`src/rtl/cdq_pkg.sv`:
```
// Package for the circular deque block: opcode and status codes, the
// datapath command set and the command/status structs between its modules.
// No dependencies.
package cdq_pkg;

  localparam int unsigned OpcodeW = 3;
  localparam int unsigned StatusW = 2;
  localparam int unsigned ValueW  = 32;

  typedef enum logic [OpcodeW-1:0] {
    OP_PUSH_FRONT = 3'd0,
    OP_PUSH_BACK  = 3'd1,
    OP_POP_FRONT  = 3'd2,
    OP_POP_BACK   = 3'd3,
    OP_DISPLAY    = 3'd4
  } op_e;

  typedef enum logic [StatusW-1:0] {
    STATUS_OK        = 2'd0,
    STATUS_OVERFLOW  = 2'd1,
    STATUS_UNDERFLOW = 2'd2
  } status_e;

  typedef enum logic [3:0] {
    CMD_NONE,
    CMD_PUSH_FRONT,
    CMD_PUSH_BACK,
    CMD_POP_FRONT,
    CMD_POP_BACK,
    CMD_REPORT,
    CMD_DISP_START,
    CMD_DISP_READ,
    CMD_DISP_EMIT
  } cmd_e;

  typedef struct packed {
    cmd_e    cmd;
    status_e status;
  } dp_cmd_t;

  typedef struct packed {
    logic full;
    logic empty;
    logic disp_last;
    logic out_free;
  } dp_sts_t;

endpackage

```
`src/rtl/cdq_ctrl.sv`:
```
// Controller of the circular deque: decodes each accepted transaction and
// sequences the display read-out. Depends on cdq_pkg.
module cdq_ctrl (
  input  logic                         clk_i,
  input  logic                         rst_ni,
  input  logic                         in_valid_i,
  output logic                         in_stall_o,
  input  logic [cdq_pkg::OpcodeW-1:0]  opcode_i,
  input  cdq_pkg::dp_sts_t             sts_i,
  output cdq_pkg::dp_cmd_t             cmd_o
);
  import cdq_pkg::*;

  typedef enum logic [2:0] {
    ST_IDLE = 3'b001,
    ST_READ = 3'b010,
    ST_EMIT = 3'b100
  } state_e;

  state_e state_q, state_d;
  logic   accept;

  assign in_stall_o = !((state_q == ST_IDLE) && sts_i.out_free);
  assign accept     = in_valid_i && !in_stall_o;

  always_comb begin
    state_d       = state_q;
    cmd_o.cmd     = CMD_NONE;
    cmd_o.status  = STATUS_OK;
    unique case (state_q)
      ST_IDLE: begin
        if (accept) begin
          unique case (opcode_i)
            OP_PUSH_FRONT, OP_PUSH_BACK: begin
              if (sts_i.full) begin
                cmd_o.cmd    = CMD_REPORT;
                cmd_o.status = STATUS_OVERFLOW;
              end else begin
                cmd_o.cmd = (opcode_i == OP_PUSH_FRONT) ? CMD_PUSH_FRONT : CMD_PUSH_BACK;
              end
            end
            OP_POP_FRONT, OP_POP_BACK: begin
              if (sts_i.empty) begin
                cmd_o.cmd    = CMD_REPORT;
                cmd_o.status = STATUS_UNDERFLOW;
              end else begin
                cmd_o.cmd = (opcode_i == OP_POP_FRONT) ? CMD_POP_FRONT : CMD_POP_BACK;
              end
            end
            OP_DISPLAY: begin
              if (sts_i.empty) begin
                cmd_o.cmd    = CMD_REPORT;
                cmd_o.status = STATUS_UNDERFLOW;
              end else begin
                cmd_o.cmd = CMD_DISP_START;
                state_d   = ST_READ;
              end
            end
            default: cmd_o.cmd = CMD_NONE;
          endcase
        end
      end
      ST_READ: begin
        cmd_o.cmd = CMD_DISP_READ;
        state_d   = ST_EMIT;
      end
      ST_EMIT: begin
        if (sts_i.out_free) begin
          cmd_o.cmd = CMD_DISP_EMIT;
          state_d   = sts_i.disp_last ? ST_IDLE : ST_READ;
        end
      end
      default: state_d = ST_IDLE;
    endcase
  end

  always_ff @(posedge clk_i or negedge rst_ni) begin
    if (!rst_ni) begin
      state_q <= ST_IDLE;
    end else begin
      state_q <= state_d;
    end
  end

endmodule

```
`src/rtl/cdq_dpath.sv`:
```
// Datapath of the circular deque: entry memory, front pointer, entry count,
// display offset and the output register. Depends on cdq_pkg.
module cdq_dpath #(
  parameter int unsigned DEPTH = 16
) (
  input  logic                              clk_i,
  input  logic                              rst_ni,
  input  logic signed [cdq_pkg::ValueW-1:0] push_value_i,
  input  cdq_pkg::dp_cmd_t                  cmd_i,
  output cdq_pkg::dp_sts_t                  sts_o,
  output logic                              out_valid_o,
  input  logic                              out_stall_i,
  output logic signed [cdq_pkg::ValueW-1:0] entry_value_o,
  output logic [cdq_pkg::StatusW-1:0]       status_o,
  output logic                              last_o
);
  import cdq_pkg::*;

  localparam int unsigned IdxW = $clog2(DEPTH);
  localparam int unsigned CntW = $clog2(DEPTH + 1);
  localparam int unsigned SumW = CntW + 1;
  localparam logic [IdxW-1:0] LastIdx = IdxW'(DEPTH - 1);
  localparam logic [CntW-1:0] DepthCnt = CntW'(DEPTH);
  localparam logic [SumW-1:0] DepthSum = SumW'(DEPTH);

  logic [ValueW-1:0] mem_q [DEPTH];
  logic [ValueW-1:0] rd_q;

  logic [IdxW-1:0] front_q, front_d;
  logic [CntW-1:0] count_q, count_d;
  logic [CntW-1:0] offset_q, offset_d;
  logic            out_valid_q, out_valid_d;
  logic [ValueW-1:0] out_value_q;
  logic [StatusW-1:0] out_status_q;
  logic            out_last_q;

  logic [IdxW-1:0] front_prev, front_next, back_idx, disp_idx;
  logic [SumW-1:0] back_sum, disp_sum;
  logic            load;

  always_comb begin
    front_prev = (front_q == '0) ? LastIdx : front_q - 1'b1;
    front_next = (front_q == LastIdx) ? '0 : front_q + 1'b1;
    back_sum   = SumW'(front_q) + SumW'(count_q);
    if (back_sum >= DepthSum) back_sum = back_sum - DepthSum;
    disp_sum   = SumW'(front_q) + SumW'(offset_q);
    if (disp_sum >= DepthSum) disp_sum = disp_sum - DepthSum;
    back_idx   = back_sum[IdxW-1:0];
    disp_idx   = disp_sum[IdxW-1:0];
  end

  assign sts_o.full      = (count_q == DepthCnt);
  assign sts_o.empty     = (count_q == '0);
  assign sts_o.disp_last = ((offset_q + 1'b1) == count_q);
  assign sts_o.out_free  = !out_valid_q || !out_stall_i;

  assign load = (cmd_i.cmd == CMD_PUSH_FRONT) || (cmd_i.cmd == CMD_PUSH_BACK) ||
                (cmd_i.cmd == CMD_POP_FRONT) || (cmd_i.cmd == CMD_POP_BACK) ||
                (cmd_i.cmd == CMD_REPORT) || (cmd_i.cmd == CMD_DISP_EMIT);

  always_comb begin
    front_d     = front_q;
    count_d     = count_q;
    offset_d    = offset_q;
    out_valid_d = out_valid_q && out_stall_i;
    unique case (cmd_i.cmd)
      CMD_PUSH_FRONT: begin
        front_d = front_prev;
        count_d = count_q + 1'b1;
      end
      CMD_PUSH_BACK: count_d = count_q + 1'b1;
      CMD_POP_FRONT: begin
        front_d = front_next;
        count_d = count_q - 1'b1;
      end
      CMD_POP_BACK:   count_d  = count_q - 1'b1;
      CMD_DISP_START: offset_d = '0;
      CMD_DISP_EMIT:  offset_d = offset_q + 1'b1;
      default: ;
    endcase
    if (load) out_valid_d = 1'b1;
  end

  always_ff @(posedge clk_i or negedge rst_ni) begin
    if (!rst_ni) begin
      front_q     <= '0;
      count_q     <= '0;
      offset_q    <= '0;
      out_valid_q <= 1'b0;
    end else begin
      front_q     <= front_d;
      count_q     <= count_d;
      offset_q    <= offset_d;
      out_valid_q <= out_valid_d;
    end
  end

  // Entry memory: one write port, one registered read port.
  always_ff @(posedge clk_i) begin
    if (cmd_i.cmd == CMD_PUSH_FRONT) begin
      mem_q[front_prev] <= push_value_i;
    end else if (cmd_i.cmd == CMD_PUSH_BACK) begin
      mem_q[back_idx] <= push_value_i;
    end
    if (cmd_i.cmd == CMD_DISP_READ) begin
      rd_q <= mem_q[disp_idx];
    end
  end

  always_ff @(posedge clk_i) begin
    if (load) begin
      out_value_q  <= (cmd_i.cmd == CMD_DISP_EMIT) ? rd_q : '0;
      out_status_q <= (cmd_i.cmd == CMD_REPORT) ? cmd_i.status : STATUS_OK;
      out_last_q   <= (cmd_i.cmd == CMD_DISP_EMIT) ? sts_o.disp_last : 1'b1;
    end
  end

  assign out_valid_o   = out_valid_q;
  assign entry_value_o = out_value_q;
  assign status_o      = out_status_q;
  assign last_o        = out_last_q;

  assert property (@(posedge clk_i) disable iff (!rst_ni) count_q <= DepthCnt)
    else $error("entry count exceeds the depth");

  assert property (@(posedge clk_i) disable iff (!rst_ni)
    (load && out_valid_q) |-> !out_stall_i)
    else $error("output register overwritten while its transaction is stalled");

  assert property (@(posedge clk_i) disable iff (!rst_ni)
    (count_q != $past(count_q)) |->
      (count_q == $past(count_q) + 1'b1 || count_q == $past(count_q) - 1'b1))
    else $error("entry count moved by more than one");

  assert property (@(posedge clk_i) disable iff (!rst_ni)
    (cmd_i.cmd == CMD_DISP_EMIT) |-> (offset_q < count_q))
    else $error("display read past the back entry");

endmodule

```
`src/rtl/circular_deque.sv`:
```
// Circular deque: bounded double-ended queue of signed 32-bit values held in
// a ring of DEPTH entries.
//
// Usage: each input transaction (in_valid_i high, in_stall_o low) carries an
// opcode and a push value. Push front/back store the value or report
// overflow when full; pop front/back drop an entry or report underflow when
// empty; display streams every entry from front to back with last_o on the
// back entry, or a single underflow result when empty. Unused opcodes are
// accepted and produce nothing.
// Timing: a push or pop result appears in the output register in the cycle
// after acceptance, so these operations run at one transaction per cycle
// while out_stall_i is low. A display reads each entry from the memory and
// then loads it into the output register, as the entry memory has a
// registered read port; input is held off until the back entry is loaded.
// Reset: rst_ni clears the front pointer, the entry count and all control
// state; the deque is empty. The entry memory is not cleared.
// Output stall: the output register holds its transaction while out_stall_i
// is high; input stays stalled until that register can take a new result.
module circular_deque #(
  parameter int unsigned DEPTH = 16
) (
  input  logic                              clk_i,
  input  logic                              rst_ni,
  input  logic                              in_valid_i,
  output logic                              in_stall_o,
  input  logic [cdq_pkg::OpcodeW-1:0]       opcode_i,
  input  logic signed [cdq_pkg::ValueW-1:0] push_value_i,
  output logic                              out_valid_o,
  input  logic                              out_stall_i,
  output logic signed [cdq_pkg::ValueW-1:0] entry_value_o,
  output logic [cdq_pkg::StatusW-1:0]       status_o,
  output logic                              last_o
);
  import cdq_pkg::*;

  dp_cmd_t cmd;
  dp_sts_t sts;

  // The controller decodes transactions and sequences the display.
  cdq_ctrl u_ctrl (
    .clk_i      (clk_i),
    .rst_ni     (rst_ni),
    .in_valid_i (in_valid_i),
    .in_stall_o (in_stall_o),
    .opcode_i   (opcode_i),
    .sts_i      (sts),
    .cmd_o      (cmd)
  );

  // The datapath owns the ring, its pointers and the output register.
  cdq_dpath #(
    .DEPTH (DEPTH)
  ) u_dpath (
    .clk_i         (clk_i),
    .rst_ni        (rst_ni),
    .push_value_i  (push_value_i),
    .cmd_i         (cmd),
    .sts_o         (sts),
    .out_valid_o   (out_valid_o),
    .out_stall_i   (out_stall_i),
    .entry_value_o (entry_value_o),
    .status_o      (status_o),
    .last_o        (last_o)
  );

endmodule
```
`config.mk`:
```
export PLATFORM = sky130hd
export DESIGN_NAME = circular_deque
export DESIGN_NICKNAME = d
export VERILOG_FILES = /design/src/rtl/cdq_pkg.sv /design/src/rtl/cdq_ctrl.sv /design/src/rtl/cdq_dpath.sv /design/src/rtl/circular_deque.sv
export SDC_FILE = /design/constraint.sdc
export NUM_CORES = 1
export LEC_CHECK = 0
export ABC_CLOCK_PERIOD_IN_PS = 9700
export BUFFER_PORTS_ARGS = -buffer_cell sky130_fd_sc_hd__buf_2
export CORE_UTILIZATION = 60
export DETAILED_ROUTE_END_ITERATION = 7
export PLACE_DENSITY = 0.77
export SKIP_CTS_REPAIR_TIMING = 1
export SLEW_MARGIN = 20
export SYNTH_ARGS = -nofsm -noshare
export SYNTH_HDL_FRONTEND = slang
export SYNTH_SLANG_ARGS = --single-unit
export TNS_END_PERCENT = 30
```
`constraint.sdc`:
```
create_clock -name clk_i -period 9.7 [get_ports clk_i]
set_clock_uncertainty 0.15 [all_clocks]
set_input_delay 1.455 -clock clk_i [delete_from_list [all_inputs] [get_ports clk_i]]
set_output_delay 1.455 -clock clk_i [all_outputs]
set_load 0.02 [all_outputs]
```
### Word-level counts from Yosys, hierarchy flattened

Memory sizes are Yosys's and may differ from the RTL's. A register that Yosys moved wholly into a read port is not among the register bits.
Index checks and enable logic that the tools add are counted.
W data, S select, Z words.

| cells by class | value |
|---|---|
| add/sub/neg operators | 9 |
| order comparisons | 2 |
| equality and inequality tests | 22 |
| muxes and demuxes | 34 |
| reduce and logical (&&, ||, !) cells | 26 |

Operators by type and width:

| kind | number |
|---|---|
| $mux W32 | 1 |
| $mux W4 | 8 |
| $reduce_or A32 Y1 | 1 |
| $pmux W4 S3 | 2 |
| $pmux W5 S2 | 2 |
| $eq A4 B3 Y1 const B | 4 |
| $mux W3 | 5 |
| $add A4 B5 Y6 | 2 |
| $ge A6 B5 Y1 const B | 2 |
| $sub A4 B1 Y4 const B | 3 |
| $add A5 B1 Y5 const B | 2 |
| $eq A3 B2 Y1 const B | 3 |
| $pmux W3 S3 | 1 |
| $eq A4 B2 Y1 const B | 2 |
| $eq A4 B4 Y1 const B | 2 |
| $mux W1 | 8 |
| $mux W2 | 4 |
| $pmux W4 S2 | 1 |
| $reduce_or A2 Y1 | 4 |
| $eq A3 B1 Y1 const B | 2 |
| $eq A3 B3 Y1 const B | 2 |
| $logic_or A1 B1 Y1 | 6 |
| $mux W6 | 1 |
| $reduce_bool A2 Y1 | 3 |
| other kinds (16) | 22 |

| word-level totals | value |
|---|---|
| register bits | 53 |
| RAM bits | 512 |
| input bits | 39 |
| output and inout bits | 37 |
| logic and storage cells | 102 |
| memories kept | 1 |

Memory list:

| memory | words | bits a word | read ports | clocked after memory_dff | wr ports | line | RTL |
|---|---|---|---|---|---|---|---|
| u_dpath.mem_q | 16 | 32 | 1 | 1 | 1 | cdq_dpath.sv:26 | `logic [ValueW-1:0] mem_q [DEPTH];` |

### Depth between registers and ports, before layout

Gate-level depths: netlist of run 1.

| depth | value |
|---|---|
| depth in word-level cells | 13 |
| depth in mapped cells | 11 |
| gate-level depth less buffers | 10 |

### Modules after synthesis

From an unflattened synthesis of run 1, not the netlist that was laid out.

| second synthesis, totals | value |
|---|---|
| cell total of the unflattened synthesis | 1249 |
| area, all modules | 23902.9 um^2 |

By module, submodules not included:

| module | times used | cells an instance | area an instance (um^2) | seq. area each (um^2) |
|---|---|---|---|---|
| cdq_dpath | 1 | 1202 | 23576.4 | 17762.0 |
| cdq_ctrl | 1 | 47 | 326.6 | 76.3 |

### Least setup slack after synthesis of run 1

Ideal clock, no wire load.

| path | value |
|---|---|
| path kind | input to register |
| start point | input opcode_i[1] (netlist bit) |
| end point | memory u_dpath.mem_q[12][0], enable pin |
| setup time | 0.470 ns |
| arrival time | 5.016 ns |
| required time | 9.080 ns |
| slack | 4.064 ns |
| stages | 6 |
| buffers on the path | 1 |
| cell sequence | buf_2 nand2b_1 a211oi_4 nor4_4 or3_4 a211oi_1 |

| between the ends | value |
|---|---|
| cells in the longest elaborated chain, start to end | 12 |
| elaborated cells on any way between the ends | 24 |
| those cells by class | eq/ne: 6; mux: 14; reduce/logical: 4 |

Ends and longest elaborated chain:

| what | line | RTL |
|---|---|---|
| start: declaration | circular_deque.sv:26 | `input logic [cdq_pkg::OpcodeW-1:0] opcode_i,` |
| $eq A3 B2 Y1 / $logic_not A3 Y1 (equally long branches) | cdq_ctrl.sv:33, cdq_ctrl.sv:47, cdq_ctrl.sv:39 |  |
| $mux W3 / $mux W2 (equally long branches) | cdq_ctrl.sv:47, cdq_ctrl.sv:39 |  |
| $mux W4, on equally long branches | cdq_ctrl.sv:43, cdq_ctrl.sv:35 |  |
| $pmux W4 S3 * | cdq_ctrl.sv:33 | `unique case (opcode_i)` |
| $mux W6 * | cdq_ctrl.sv:32 | `if (accept) begin` |
| $pmux W4 S3 * | cdq_ctrl.sv:30 | `unique case (state_q)` |
| $eq A4 B2 Y1 | cdq_dpath.sv:102 | `end else if (cmd_i.cmd == CMD_PUSH_BACK) begin` |
| $mux W1 | cdq_dpath.sv:102 |  |
| $mux W1 | cdq_dpath.sv:100 | `if (cmd_i.cmd == CMD_PUSH_FRONT) begin` |
| $mux W1 (implied by the code) | cdq_dpath.sv:103 | `mem_q[back_idx] <= push_value_i;` |
| $reduce_or A32 Y1 (no source line) | - |  |
| $mux W4 (no source line) / $mux W1 (equally long branches) | - |  |
| end: declaration | cdq_dpath.sv:26 |  |

Mark *: on every way between the ends. The rest lies on a longest branch, timed or not.

### Worst setup path in the final report of run 1

| path | value |
|---|---|
| start point | input out_stall_i |
| end point | memory u_dpath.mem_q[13][24], enable pin |

| between the ends | value |
|---|---|
| cells in the longest elaborated chain, start to end | 12 |
| elaborated cells on any way between the ends | 17 |
| those cells by class | eq/ne: 2; mux: 10; reduce/logical: 5 |

Ends and longest elaborated chain:

| what | line | RTL |
|---|---|---|
| start: declaration | circular_deque.sv:29 | `input logic out_stall_i,` |
| $logic_not A1 Y1 * | cdq_dpath.sv:55 | `assign sts_o.out_free = !out_valid_q \|\| !out_stall_i;` |
| $logic_or A1 B1 Y1 * | cdq_dpath.sv:55 |  |
| $logic_and A1 B1 Y1 | cdq_ctrl.sv:23 | `assign in_stall_o = !((state_q == ST_IDLE) && sts_i.out_free);` |
| $logic_and A1 B1 Y1 | cdq_ctrl.sv:24 | `assign accept = in_valid_i && !in_stall_o;` |
| $mux W6 | cdq_ctrl.sv:32 |  |
| $pmux W4 S3 * | cdq_ctrl.sv:30 |  |
| $eq A4 B2 Y1 | cdq_dpath.sv:102 |  |
| $mux W1 | cdq_dpath.sv:102 |  |
| $mux W1 | cdq_dpath.sv:100 |  |
| $mux W1 (implied by the code) | cdq_dpath.sv:103 |  |
| $reduce_or A32 Y1 (no source line) | - |  |
| $mux W4 (no source line) / $mux W1 (equally long branches) | - |  |

Marks and branches as above.

==> flow_summary.json, run 1 <==
{
  "ys.flop_type": "edfxtp_1",
  "clock_path_buffers": 3,
  "nets": 1330,
  "power.leakage_uw": 0.00863,
  "critPathRequiredTime_ps": 9820,
  "die_area_um2": 40100,
  "synth_top_family_by_area": "multiplexers",
  "fin_setup_tns_ps": 0,
  "placed_area_um2": 24800,
  "final_common_cell": "edfxtp_1",
  "clock-sinks": 597,
  "synth_compound_area_share_pct": 4.25,
  "hp-class": "flip-flop to flip-flop",
  "crit_start": "out_stall_i",
  "layout_min_cycle_time_ps": 4560,
  "hold_ws_ps": 392,
  "clk-insertion-delay-late_ps": 610,
  "vias_per_cell": 6.44,
  "yosysSeqAreaShare_pct": 75.7,
  "synth_top_area_cell": "edfxtp_1",
  "synthCells": 1181,
  "diodes": 0,
  "synthAdderAreaFrac_pct": 0.892,
  "cts_max_level": 2,
  "dr.first_iter.drc_count": 1144,
  "gp_congestion": 0.791,
  "grt_max_degree": 97,
  "yosysUniqueCellTypes": 59,
  "grt_pass1_vias": 12300,
  "peakVddDrop_uv": 178,
  "slew_headroom_pct": 28.8,
  "cp-start-kind": "input port",
  "timing_hold_violations_final": 0,
  "arrival_ps": 4680,
  "place_ws_ps": 4500,
  "wire_per_inst_um": 26.2,
  "rows": 72,
  "die_h_um": 200,
  "worst_slack_ps": 5140,
  "maxSlewViolCount": 0,
  "cp-end-kind": "flip-flop",
  "yosys_warnings": 0,
  "layout-drive-gt1-share_pct": 26.0,
  "tightest_slew_ps": 1070,
  "cts-root-buf": "clkbuf_16",
  "syn_area_um2": 23600,
  "synthArstFlopShare_pct": 3.02,
  "synth_area_leaders": "edfxtp_1 (74%), mux4_2 (12%), dfrtp_1 (1.8%)",
  "path_max_fanout": 39,
  "start_util_pct": 61.0,
  "grt_overflow": 0,
  "antenna_found_initial": 0,
  "max_cap_violations": 0,
  "path_clk_slew_ps": 60,
  "wl_um": 48100,
  "status": "completed",
  "mostFrequentLayoutCells": "edfxtp_1 (579), mux4_2 (128), nand2_1 (75), buf_2 (75), clkbuf_16 (56)",
  "ys_seq_elements": 597,
  "vias": 11800,
  "io_buffer_count": 75,
  "synth_top_cell_area_share_pct": 73.8,
  "areaGrowthSynthToFinish_pct": 12.6,
  "r2r_slack_ps": 5680,
  "grt_util_all_layers_pct": 24.8,
  "die_x_um": 200,
  "io_pins": 76,
  "fin_crit_sh_pct": 47.0,
  "coreArea_um2": 38600,
  "rsz0062_at_grt": "false",
  "synth_xor_area_share_pct": 1.09,
  "setup_violations": 0,
  "cts_buffers": 56,
  "critPathKind": "input port to flip-flop",
  "max_freq_mhz": 219,
  "synth-simple-area-share_pct": 4.49,
  "grt_pass1_wl_um": 73900,
  "reg2reg_from": "u_dpath.front_q[1]",
  "detail-route-antenna-nets": 0,
  "firstDrtPassIters": 5,
  "hold_start": "u_dpath.rd_q[10]",
  "dp_hpwl_um": 26300,
  "tritoncts": "built",
  "synth-edff-count": 579,
  "powerDensity_nw_per_um2": 260,
  "synthMuxAreaShare_pct": 12.3,
  "design_area_um2": 26500,
  "syn_nets": 1235,
  "drc": 0,
  "avgSynthCellArea_um2": 20.0
}
cells by family (layout without fill, tap and decap cells):
group,count (synthesis),in the layout
flip-flops,597,597
multiplexers,129,129
buffers and inverters,75,214
AO/OA/AOI/OAI,141,141
adder cells (fa/ha/maj),15,15
XOR/XNOR,26,26
AND/OR/NAND/NOR,198,198
area by class of cell:
cell class                      count  area, um^2
Sequential cell                   597       17800
Fill cell                        2362       12100
Multi-Input combinational cell    509        5690
Clock buffer                       69        1450
Tap cell                          518         648
Timing Repair Buffer              101         583
Clock inverter                     33         295
Inverter                           11        41.3
Yosys cell counts (all sizes together), types with 8 or more instances:
cell type / number
a211oi: 53
a21oi: 15
a31oi: 34
and2: 34
and3: 35
buf: 23
clkbuf: 41
dfrtp: 17
edfxtp: 579
ha: 12
inv: 11
mux4: 128
nand2: 75
nand2b: 9
nand3: 10
nor2: 10
o21ai: 9
xnor2: 16
xor2: 8
state kept, by name, summed over array words and instances, names as in the netlist:
name	cells
u_dpath.rd_q	32
u_ctrl.state_q	3
u_dpath.mem_q	512
u_dpath.status_o	2
u_dpath.count_q	5
u_dpath.last_o	1
u_dpath.offset_q	5
u_dpath.front_q	4
u_dpath.entry_value_o	32
u_dpath.out_valid_o	1
metal layers:
layer / track usage, % / vias up / wire, um
met3: 3.99 / 79 / 3160
met2: 40.8 / 504 / 24200
met1: 34.4 / 6227 / 19600
met4: 8.19 / 0 / 1140
met5: 0 / - / 0
li1: - / 5032 / -
worst max-delay path, cell delays in order:
cell and delay (ps):
buf_2 90, nand2_1 50, buf_4 360, nand4_1 330, nor4_4 520, nand3_1 410
a211oi_4 940, buf_4 470
worst paths after layout:
| check | endpoint | depth (start not counted) |
|---|---|---|
| min in group asynchronous | u_dpath.count_q[0] | 1 |
| hold / removal | u_dpath.entry_value_o[10] | 1 |
| setup reg to reg | u_dpath.rd_q[4] | 7 |
| hold reg to reg | u_dpath.entry_value_o[10] | 1 |
| max in group asynchronous | u_ctrl.state_q[0] | 1 |
| setup / recovery | u_dpath.mem_q[13][24] | 8 |
report_power, final:
| part | total, uW | internal, uW | switching (uW) |
|---|---|---|---|
| sequential | 3010 | 2940 | 67.7 |
| combinational | 1770 | 762 | 1010 |
| clock | 2110 | 1190 | 918 |
| total | 6890 | 4900 | 1990 |
metrics by stage:
stage	utilization (%)	power, uW	instances
detailed placement	64.1	4840	1736
floorplan	-	4330	1181
global placement	64.1	4810	1736
finish	68.7	6890	1838
CTS	68.7	6940	1838
global route	68.7	7170	1838
Power figures use the tool's default switching activity.
==> inputs of run 2 (changes only) <==
ABC_AREA = 1   (was not set)
ABC_CLOCK_PERIOD_IN_PS = 3950   (was 9700)
CORE_UTILIZATION = 56   (was 60)
PLACE_DENSITY = 0.76   (was 0.77)
clock period = 3.95 ns   (was 9.7 ns; I/O delays follow)
==> run 2 against run 1 <==
Final area rose by 3.8%. Core utilization fell by 3.6 points. Sequential power rose to 2.7 times the previous value. Count of clock-buffer cells in the layout fell by 1. Clock power rose to 2.6 times the previous value. Power rose to 3.5 times the previous value. Final cell count rose by 34%. Die area rose by 10%. Synthesized area rose by 2.9%. Non-clock buffer count rose by 15. Sequential cell count did not move. Register-to-register slack got worse by 5000 ps. Largest cell class unchanged.
==> flow_summary.json, run 2 <==
{
  "status": "completed",
  "synthCells": 1765,
  "synth_top_cell_area_share_pct": 71.7,
  "yosys_warnings": 0,
  "dp_hpwl_um": 27900,
  "fin_crit_sh_pct": 83.1,
  "max_cap_violations": 0,
  "die_area_um2": 44100,
  "cts-root-buf": "clkbuf_16",
  "drc": 0,
  "fill_cells": 2872,
  "final_common_cell": "edfxtp_1",
  "cts_buffers": 56,
  "io_buffer_count": 75,
  "dr.first_iter.drc_count": 1446,
  "power.leakage_uw": 0.00999,
  "vias_per_cell": 5.81,
  "hp-class": "input port to flip-flop",
  "syn_area_um2": 24300,
  "rsz0062_at_grt": "false",
  "antenna_found_initial": 0,
  "synth.top_cells.by_count": "edfxtp_1 (579), o21ai_0 (205), inv_1 (192)",
  "areaGrowthSynthToFinish_pct": 13.6,
  "top_register": "u_dpath.mem_q",
  "grt_pass1_vias": 14400,
  "io_pins": 76,
  "critPathRequiredTime_ps": 4030,
  "maxSlewViolCount": 0,
  "grt_util_all_layers_pct": 23.5,
  "layout_min_cycle_time_ps": 3280,
  "wl_um": 51100,
  "wire_per_inst_um": 20.7,
  "die_h_um": 210,
  "tightest_slew_ps": 929,
  "layout-drive-gt1-share_pct": 12.7,
  "critPathKind": "flip-flop to flip-flop",
  "yosysUniqueCellTypes": 33,
  "vias": 14400,
  "yosysSeqAreaShare_pct": 73.6,
  "diodes": 0,
  "clock_path_buffers": 3,
  "clk-insertion-delay-late_ps": 610,
  "cp-end-kind": "flip-flop",
  "ys_seq_elements": 597,
  "peakVddDrop_uv": 992,
  "ys.flop_type": "edfxtp_1",
  "nets": 1900,
  "coreArea_um2": 42300,
  "path_max_fanout": 32,
  "arrival_ps": 3370,
  "rows": 75,
  "die_x_um": 210,
  "grt_max_degree": 86,
  "grt_overflow": 0,
  "syn_nets": 1819,
  "fin_setup_tns_ps": 0,
  "path_clk_slew_ps": 60,
  "synthArstFlopShare_pct": 3.02,
  "grt_pass1_wl_um": 79300,
  "hold_ws_ps": 153,
  "powerDensity_nw_per_um2": 877,
  "tritoncts": "built",
  "synth_area_leaders": "edfxtp_1 (72%), mux2i_1 (5.3%), o21ai_0 (4.2%)",
  "cp-start-kind": "flip-flop",
  "yosysMostFrequentCell": "edfxtp_1",
  "detail-route-antenna-nets": 0,
  "setup_violations": 0,
  "largest_reg_flops": 512,
  "start_util_pct": 57.3,
  "multi_input_area_um2": 5460,
  "firstDrtPassIters": 5,
  "clock-sinks": 597,
  "seqCellArea_um2": 17800,
  "gp_congestion": 0.844,
  "synth-edff-count": 579,
  "cts_max_level": 2,
  "synth_top_area_cell": "edfxtp_1",
  "mostFrequentLayoutCells": "edfxtp_1 (579), o21ai_0 (205), inv_1 (191), a21oi_1 (165), mux2i_1 (128)",
  "avgSynthCellArea_um2": 13.7,
  "max_freq_mhz": 305,
  "slew_headroom_pct": 38.1,
  "timing_hold_violations_final": 0,
  "fin_util_pct": 65.1
}
run 2: cell types whose count changed after synthesis, sizes merged, moves of 53 or more:
cell / change
nand2: +53
mux2i: +128
a21oi: +151
nor2: +58
o211ai: +62
mux4: -128
o21ai: +203
inv: +188
run 2: cell type report:
type	instances	share of cell area (%)
Clock inverter	38	1.42
Tap cell	577	2.62
Inverter	199	2.72
Clock buffer	68	5.40
Multi-Input combinational cell	876	19.8
Timing Repair Buffer	116	3.26
Sequential cell	597	64.8
run 2: stage by stage:
step	cell area, um^2	total power (uW)	cells	setup slack [ps]
finish	27500	24200	2471	668
global route	27500	25600	2471	415
CTS	27500	24200	2470	660
detailed placement	25700	18700	2364	553
global placement	25700	18400	2364	644
floorplan	24300	15600	1765	47.4
run 2: report_power, final:
group / switching [uW] / internal [uW] / leakage (uW)
Sequential: 247 / 7850 / 0.00545
Clock: 2260 / 3200 / 0.000913
Combinational: 7060 / 3540 / 0.00363
run 2: logic make-up (layout without fill, tap and decap cells):
family	count (synthesis)	in the layout	synth area share [%]
and+or+nand+nor	236	236	4.16
muxes	128	128	5.28
AOI/OAI and AO/OA	479	479	10.8
adders and majority gates	15	15	0.867
xor gates and xnor gates	18	18	0.650
buffers and inverters	292	421	4.71
DFF	597	597	73.6
run 2: path summary, 6_finish.rpt:
path	end	from	slack (ps)	cells after the start
worst min register to register	u_dpath.entry_value_o[9]	u_dpath.rd_q[9]	400	2
max in group asynchronous	u_ctrl.state_q[0]	rst_ni	3010	2
worst max register to register	u_dpath.mem_q[6][27]	u_dpath.count_q[1]	670	10
worst min-delay path	u_ctrl.state_q[2]	out_stall_i	150	3
min in group asynchronous	u_dpath.out_valid_o	rst_ni	310	2
worst max-delay path	u_dpath.mem_q[6][27]	u_dpath.count_q[1]	670	10
run 2: per-layer routing:
layer	vias to the layer above	wire [um]	GRT usage [%]
li1	6599	-	-
met3	105	3790	4.23
met1	7069	20600	31.0
met4	0	1190	7.17
met5	-	0	0
met2	580	25500	39.8
run 2: critical path: stages, from the launching register on:
cell     delay [ps]
dfrtp_1         530
nor2_1          220
nand2_1          70
nor2_1          130
nand2_1          70
nand3_1         110
nand4_1         180
a21oi_2         380
nand3_1         410
nor2_4          180
buf_4           460
